[src/sv/bmsm_pkg.sv]
package bmsm_pkg;

	localparam int NUM_STACKS_DEF = 64;
	localparam int MAX_DEPTH_DEF  = 16;

	localparam int CAP_W = 5;
	localparam int VAL_W = 16;
	localparam int IDX_W = 6;

	localparam logic [CAP_W-1:0] CAP_RESET = 5'd16;

	localparam logic [1:0] KIND_PUSH   = 2'd0;
	localparam logic [1:0] KIND_POP    = 2'd1;
	localparam logic [1:0] KIND_POP_AT = 2'd2;

	localparam logic [1:0] STATUS_OK    = 2'd0;
	localparam logic [1:0] STATUS_EMPTY = 2'd1;
	localparam logic [1:0] STATUS_FULL  = 2'd2;

	typedef struct packed {
		logic [1:0]       kind;
		logic [VAL_W-1:0] push_value;
		logic [IDX_W-1:0] stack_index;
	} bmsm_in_t;

	typedef struct packed {
		logic [VAL_W-1:0] popped_value;
		logic [1:0]       status;
	} bmsm_out_t;

	typedef struct packed {
		logic init;
		logic sample;
	} bmsm_scan_ctl_t;

endpackage

[src/sv/bmsm_scan.sv]
module bmsm_scan
	import bmsm_pkg::*;
#(
	parameter int NUM_STACKS = NUM_STACKS_DEF,
	parameter int MAX_DEPTH  = MAX_DEPTH_DEF,
	localparam int SW = $clog2(NUM_STACKS),
	localparam int CW = $clog2(MAX_DEPTH + 1)
) (
	input  logic           clk,
	input  logic           arst_n,
	input  bmsm_scan_ctl_t ctl,
	input  logic [SW-1:0]  sample_idx,
	input  logic [CW-1:0]  sample_count,
	input  logic [CW-1:0]  eff_cap,
	output logic [SW-1:0]  lnf,
	output logic           rne_vld,
	output logic [SW-1:0]  rne_idx
);

	logic [SW-1:0] lnf_q;
	logic          found_q;
	logic          rne_vld_q;
	logic [SW-1:0] rne_q;

	always_ff @(posedge clk or negedge arst_n) begin
		if (!arst_n) begin
			lnf_q     <= '0;
			found_q   <= 1'b0;
			rne_vld_q <= 1'b0;
			rne_q     <= '0;
		end else if (ctl.init) begin
			lnf_q     <= SW'(NUM_STACKS - 1);
			found_q   <= 1'b0;
			rne_vld_q <= 1'b0;
		end else if (ctl.sample) begin
			if (!found_q && (sample_count < eff_cap)) begin
				lnf_q   <= sample_idx;
				found_q <= 1'b1;
			end
			if (sample_count != '0) begin
				rne_q     <= sample_idx;
				rne_vld_q <= 1'b1;
			end
		end
	end

	assign lnf     = lnf_q;
	assign rne_vld = rne_vld_q;
	assign rne_idx = rne_q;

endmodule

[config.mk]
export PLATFORM = sky130hd
export DESIGN_NAME = bmsm_scan
export DESIGN_NICKNAME = d
export VERILOG_FILES = /design/src/sv/bmsm_pkg.sv /design/src/sv/bmsm_scan.sv
export SDC_FILE = /design/constraint.sdc
export NUM_CORES = 1
export LEC_CHECK = 0
export BUFFER_PORTS_ARGS = -buffer_cell sky130_fd_sc_hd__buf_2
export CELL_PAD_IN_SITES_DETAIL_PLACEMENT = 0
export CELL_PAD_IN_SITES_GLOBAL_PLACEMENT = 1
export CORE_MARGIN = 2
export CORE_UTILIZATION = 30
export CTS_BUF_LIST = sky130_fd_sc_hd__clkbuf_2 sky130_fd_sc_hd__clkbuf_4 sky130_fd_sc_hd__clkbuf_8
export DETAILED_ROUTE_END_ITERATION = 8
export GPL_ROUTABILITY_DRIVEN = 0
export GPL_TIMING_DRIVEN = 1
export MAX_ROUTING_LAYER = met4
export PLACE_DENSITY_LB_ADDON = 0.3
export SYNTH_ARGS = -nofsm -noshare
export SYNTH_HDL_FRONTEND = slang
export SYNTH_SLANG_ARGS = --single-unit
[constraint.sdc]
create_clock -name clk -period 1.6 [get_ports clk]
set_input_delay 0 -clock clk [delete_from_list [all_inputs] [get_ports clk]]
set_output_delay 0 -clock clk [all_outputs]
set_load 0.01 [all_outputs]
Word-level counts from Yosys, hierarchy flattened. Cells that the tools add are included.

Register bits after elaboration: 14. Latch bits: 0. Memories: 0. Logic and storage cells: 24. Bits in writable memories: 0. Memory bits (read-only): 0.

$lt $le $gt $ge: 1. Multiplexer cells: 9. $mul: 0. Reductions and logical operators: 9. Equality and inequality tests: 0. Add/sub/neg operators: 0. Divide/modulo/power cells: 0. Shift operators: 0. Bitwise gates (word level): 1.

Operator list (number): $mux 6 (3); $mux 1 (6); $reduce_bool 2->1 (3); $lt 5x5->1 (1); $reduce_bool 5->1 (1); $reduce_and 2->1 (2); $reduce_and 3->1 (1); $logic_and 1x1->1 (1); $logic_not 1->1 (1); $not 1->1 (1).

Depth between registers and ports, before layout.
Depth after elaboration: 5. Gate-level depth with buffers: 6. Depth with buffers taken out: 6.

Worst setup path before layout. No wires, ideal clock.

Path type: input to register. Start point: in sample_count[0]. End point: reg rne_q[0] (netlist: rne_idx[0]). Data arrival time: 1.189 ns. Library setup time: 0.125 ns. Stages: 5. Path slack: 0.286 ns. Required time: 1.475 ns. Cells stage by stage: or4_1 > o21ai_1 > nand2b_1 > buf_6 > mux2_4.

Longest elaborated chain between the ends: 2.

Ends and longest elaborated chain: start, declared (RTL line bmsm_scan.sv:13) `input logic [CW-1:0] sample_count,`; $reduce_bool 5->1 (RTL line bmsm_scan.sv:40) `if (sample_count != '0) begin`; $reduce_and 3->1 (no line); end signal, assigned (RTL line bmsm_scan.sv:41) `rne_q <= sample_idx;`; end, declared (RTL line bmsm_scan.sv:23) `logic [SW-1:0] rne_q;`.

No other way between the ends. A chain may end at the register's enable or synchronous reset.

Worst setup path after layout. Same ends and word-level chain as after synthesis.

==> impl_metrics.py <==
metrics = {
    "outcome": {
        "run_status": "finished clean",
    },
    "route": {
        "drt_pass1_iterations": 2,
        "routed_wirelength_mm": 1.54,
        "drt-wirelength-per-cell_um": 11.4,
        "dr_total_vias": 593,
        "vias_per_cell": 4.39,
        "drt_iter0_drc": 1,
        "drt.antenna.violating_nets": 0,
        "route.detailed.drc": 0,
    },
    "timing": {
        "finalHoldViolCount": 0,
        "final.setup.worst_slack_ns": 0.421,
        "report.final.setup_viol": 0,
        "tmin_final_ns": 1.18,
        "fin_setup_tns_ns": 0,
        "setup_clock_skew_after_layout_ns": 0.00264,
        "relSlewSlack": 0.788,
        "hold-worst-slack_ns": 0.0310,
        "timing_max_transition_violations_final": 0,
        "actual_transition_at_the_worst_max_transition_pin_ns": 0.318,
        "clock.fmax_mhz": 848,
        "final_cycle_share": 0.737,
        "setup_repair_after_global_routing_missed_its_margin": "false",
    },
    "critical_path": {
        "cpMaxStageDelayCell": "or4_1",
        "reg2reg_slack_ns": 0.42,
        "timing.critical_path.cells": "buf_2 > or4_1 > o21ai_1 > nand2b_1 > buf_4 > mux2_4",
        "end_kind": "flip-flop",
        "critical_path.n_buffers_inverters": 2,
        "cp_data_required_time_ns": 1.76,
        "worstRegToRegCells": 5,
        "timing_worst_setup_path_type": "primary input to flip-flop",
        "cpPeakStageDelay_ns": 0.50,
        "worst-endpoint-arrival_ns": 1.34,
        "worstPathMaxFanout": 3,
        "critical_register_to_register_path_endpoint": "lnf[3]$_DFFE_PN0P_",
        "path_delay_family": "simple AND/OR/NAND/NOR gates",
        "crit_path_start_kind": "primary input",
        "reg2reg_from": "found_q$_DFFE_PN0P_",
    },
    "synth": {
        "ys_ff_latch": 14,
        "mappedNetlistNets": 87,
        "sequential_element_share_of_the_synthesized_area": 0.493,
        "number_of_flops_mapped_to_enable_cells_by_yosys": 0,
        "synth_top_cell_area_share": 0.493,
        "post_synthesis_cells": 63,
        "synth_top_cells_by_area": "dfrtp_1, mux2_4, mux2i_1",
        "synth_warnings": 0,
        "ys_async_sr_fraction": 1.00,
        "postSynth.topFlopCell": "dfrtp_1",
        "syn_avg_cell_area_um2": 11.3,
        "count_of_different_cell_masters_after_synthesis": 18,
        "synth_area_leader_cell": "dfrtp_1",
        "synth.cell_area_um2": 711,
    },
    "power_and_ir_drop": {
        "p_leak_nw": 0.518,
        "power_density_nw_per_um2": 862,
        "finalPower_w": 0.000879,
        "vdd_ir_drop_max_mv": 0.352,
    },
    "global_route": {
        "grt_overflow": 0,
        "globalRouteTotalUtil": 0.125,
        "grt_antenna_before_repair": 0,
        "grt_pass1_wl_mm": 2.42,
        "first_global_vias": 571,
        "grt_max_degree": 15,
    },
    "cts": {
        "cts_repair_resize_count": 0,
        "cts-root-to-sink-buffers": 2,
        "clkSlewWorstSetupHoldPaths_ns": 0.08,
        "cts_hold_buf": 7,
        "clock_sink_count": 14,
        "clk_latency_ns": 0.27,
        "clock-root-buffer": "clkbuf_4",
        "tritoncts": "done",
        "postCtsSetupBuffers": 0,
        "htreeDepth": 1,
        "cts_buffers": 3,
    },
    "min_path": {
        "worst_hold_startpoint": "ctl[0]",
        "worstHoldPathType": "primary input to flip-flop",
        "hold-path-cell-count": 3,
        "timing.hold.worst_endpoint": "rne_vld$_DFFE_PN0P_",
    },
    "cells_and_area": {
        "post_route_cells_drive_above_1_share": 0.430,
        "nNetsFinal": 132,
        "area_growth_pct": 43.5,
        "diodes": 0,
        "fin_util": 0.457,
        "fill_cells": 228,
    },
    "placement": {
        "dp_slack_ns": 0.110,
        "place.detailed.hpwl_mm": 1.17,
        "port_buffers": 32,
    },
    "floorplan": {
        "floorplan.initialDensity": 0.318,
        "floorplan.die.height_um": 52.7,
        "design.die.area_um2": 2770,
        "std_cell_rows": 17,
        "number_of_placed_i_o_pins": 33,
        "die_w_um": 52.7,
        "core_area_um2": 2230,
    },
    "job": {
        "timing.max_cap.violations": 0,
    },
}
Yosys cell counts, drive strengths merged, types with 2 or more instances:
master and instances:
mux2i 6, a21oi 2, nor2 13, o21ai 2, mux2 6, dfrtp 14, inv 6, nand2 2
ha 4
kinds of logic after synthesis:
| logic type | share of synthesized area |
|---|---|
| compound gates | 0.0563 |
| mux | 0.211 |
| fa+ha+maj | 0.0704 |
| flops | 0.493 |
| buf+inv | 0.0528 |
| simple gates | 0.116 |
state kept, by name (all words and copies together), names as in the netlist:
signal	flops
found_q	1
lnf	6
rne_idx	6
rne_vld	1
power breakdown:
part | total (W) | switching, W | internal [W]
Clock | 0.000252 | 0.000114 | 0.000138
Combinational | 0.000214 | 0.0000952 | 0.000119
Sequential | 0.000413 | 0.0000213 | 0.000392
Total | 0.000879 | 0.000230 | 0.000649
worst max path at each step:
stage,startpoint,endpoint,slack (ns),cells after the start
3_5_place_dp,sample_count[0],rne_idx[0]$_DFFE_PN0P_,0.11,6
4_1_cts,found_q$_DFFE_PN0P_,lnf[3]$_DFFE_PN0P_,0.39,5
5_1_grt,found_q$_DFFE_PN0P_,lnf[1]$_DFFE_PN0P_,0.33,5
3_3_place_gp,sample_count[0],rne_idx[5]$_DFFE_PN0P_,0.13,6
2_1_floorplan,sample_count[0],rne_idx[0]$_DFFE_PN0P_,0.29,5
6_report,sample_count[0],rne_idx[0]$_DFFE_PN0P_,0.42,6
cell type report:
| class | count | area (µm²) | share of cell area |
|---|---|---|---|
| inverters | 6 | 22.5 | 0.0221 |
| flip-flops and latches | 14 | 350 | 0.344 |
| repair buffers | 42 | 253 | 0.248 |
| clock buffers | 4 | 36.3 | 0.0356 |
| multi-input cells | 41 | 323 | 0.317 |
| well taps | 28 | 35.0 | 0.0344 |
per-layer routing:
metal	vias up	wire length [µm]	GRT usage
met5	-	0	-
met4	0	23	0.0726
met3	2	72	0.0200
met2	20	777	0.204
met1	276	671	0.144
li1	295	-	-
cells in the final DEF (no fill, tap or decap), drive strengths merged:
cell / netlist / layout
buf: 1 / 35
dfrtp: 14 / 14
nor2: 13 / 13
dlygate4sd3: 0 / 7
inv: 6 / 6
mux2: 6 / 6
mux2i: 6 / 6
ha: 4 / 4
clkbuf: 1 / 4
nand2: 2 / 2
a21oi: 2 / 2
o21ai: 2 / 2
or4: 1 / 1
nand2b: 1 / 1
and2b: 1 / 1
nand3: 1 / 1
a31oi: 1 / 1
o21a: 1 / 1
stage by stage:
stage | std cells | cell area [µm²]
detailed placement | 124 | 913
floorplan | 63 | 711
global placement | 124 | 913
global route | 135 | 1020
finish | 135 | 1020
CTS | 135 | 1020
tightest hold or removal path: cells and delay by family:
kind | cells | cell delay, ns
compound gates | 2 | 0.17
buf+inv | 1 | 0.10
Power figures use the tool's default switching activity.
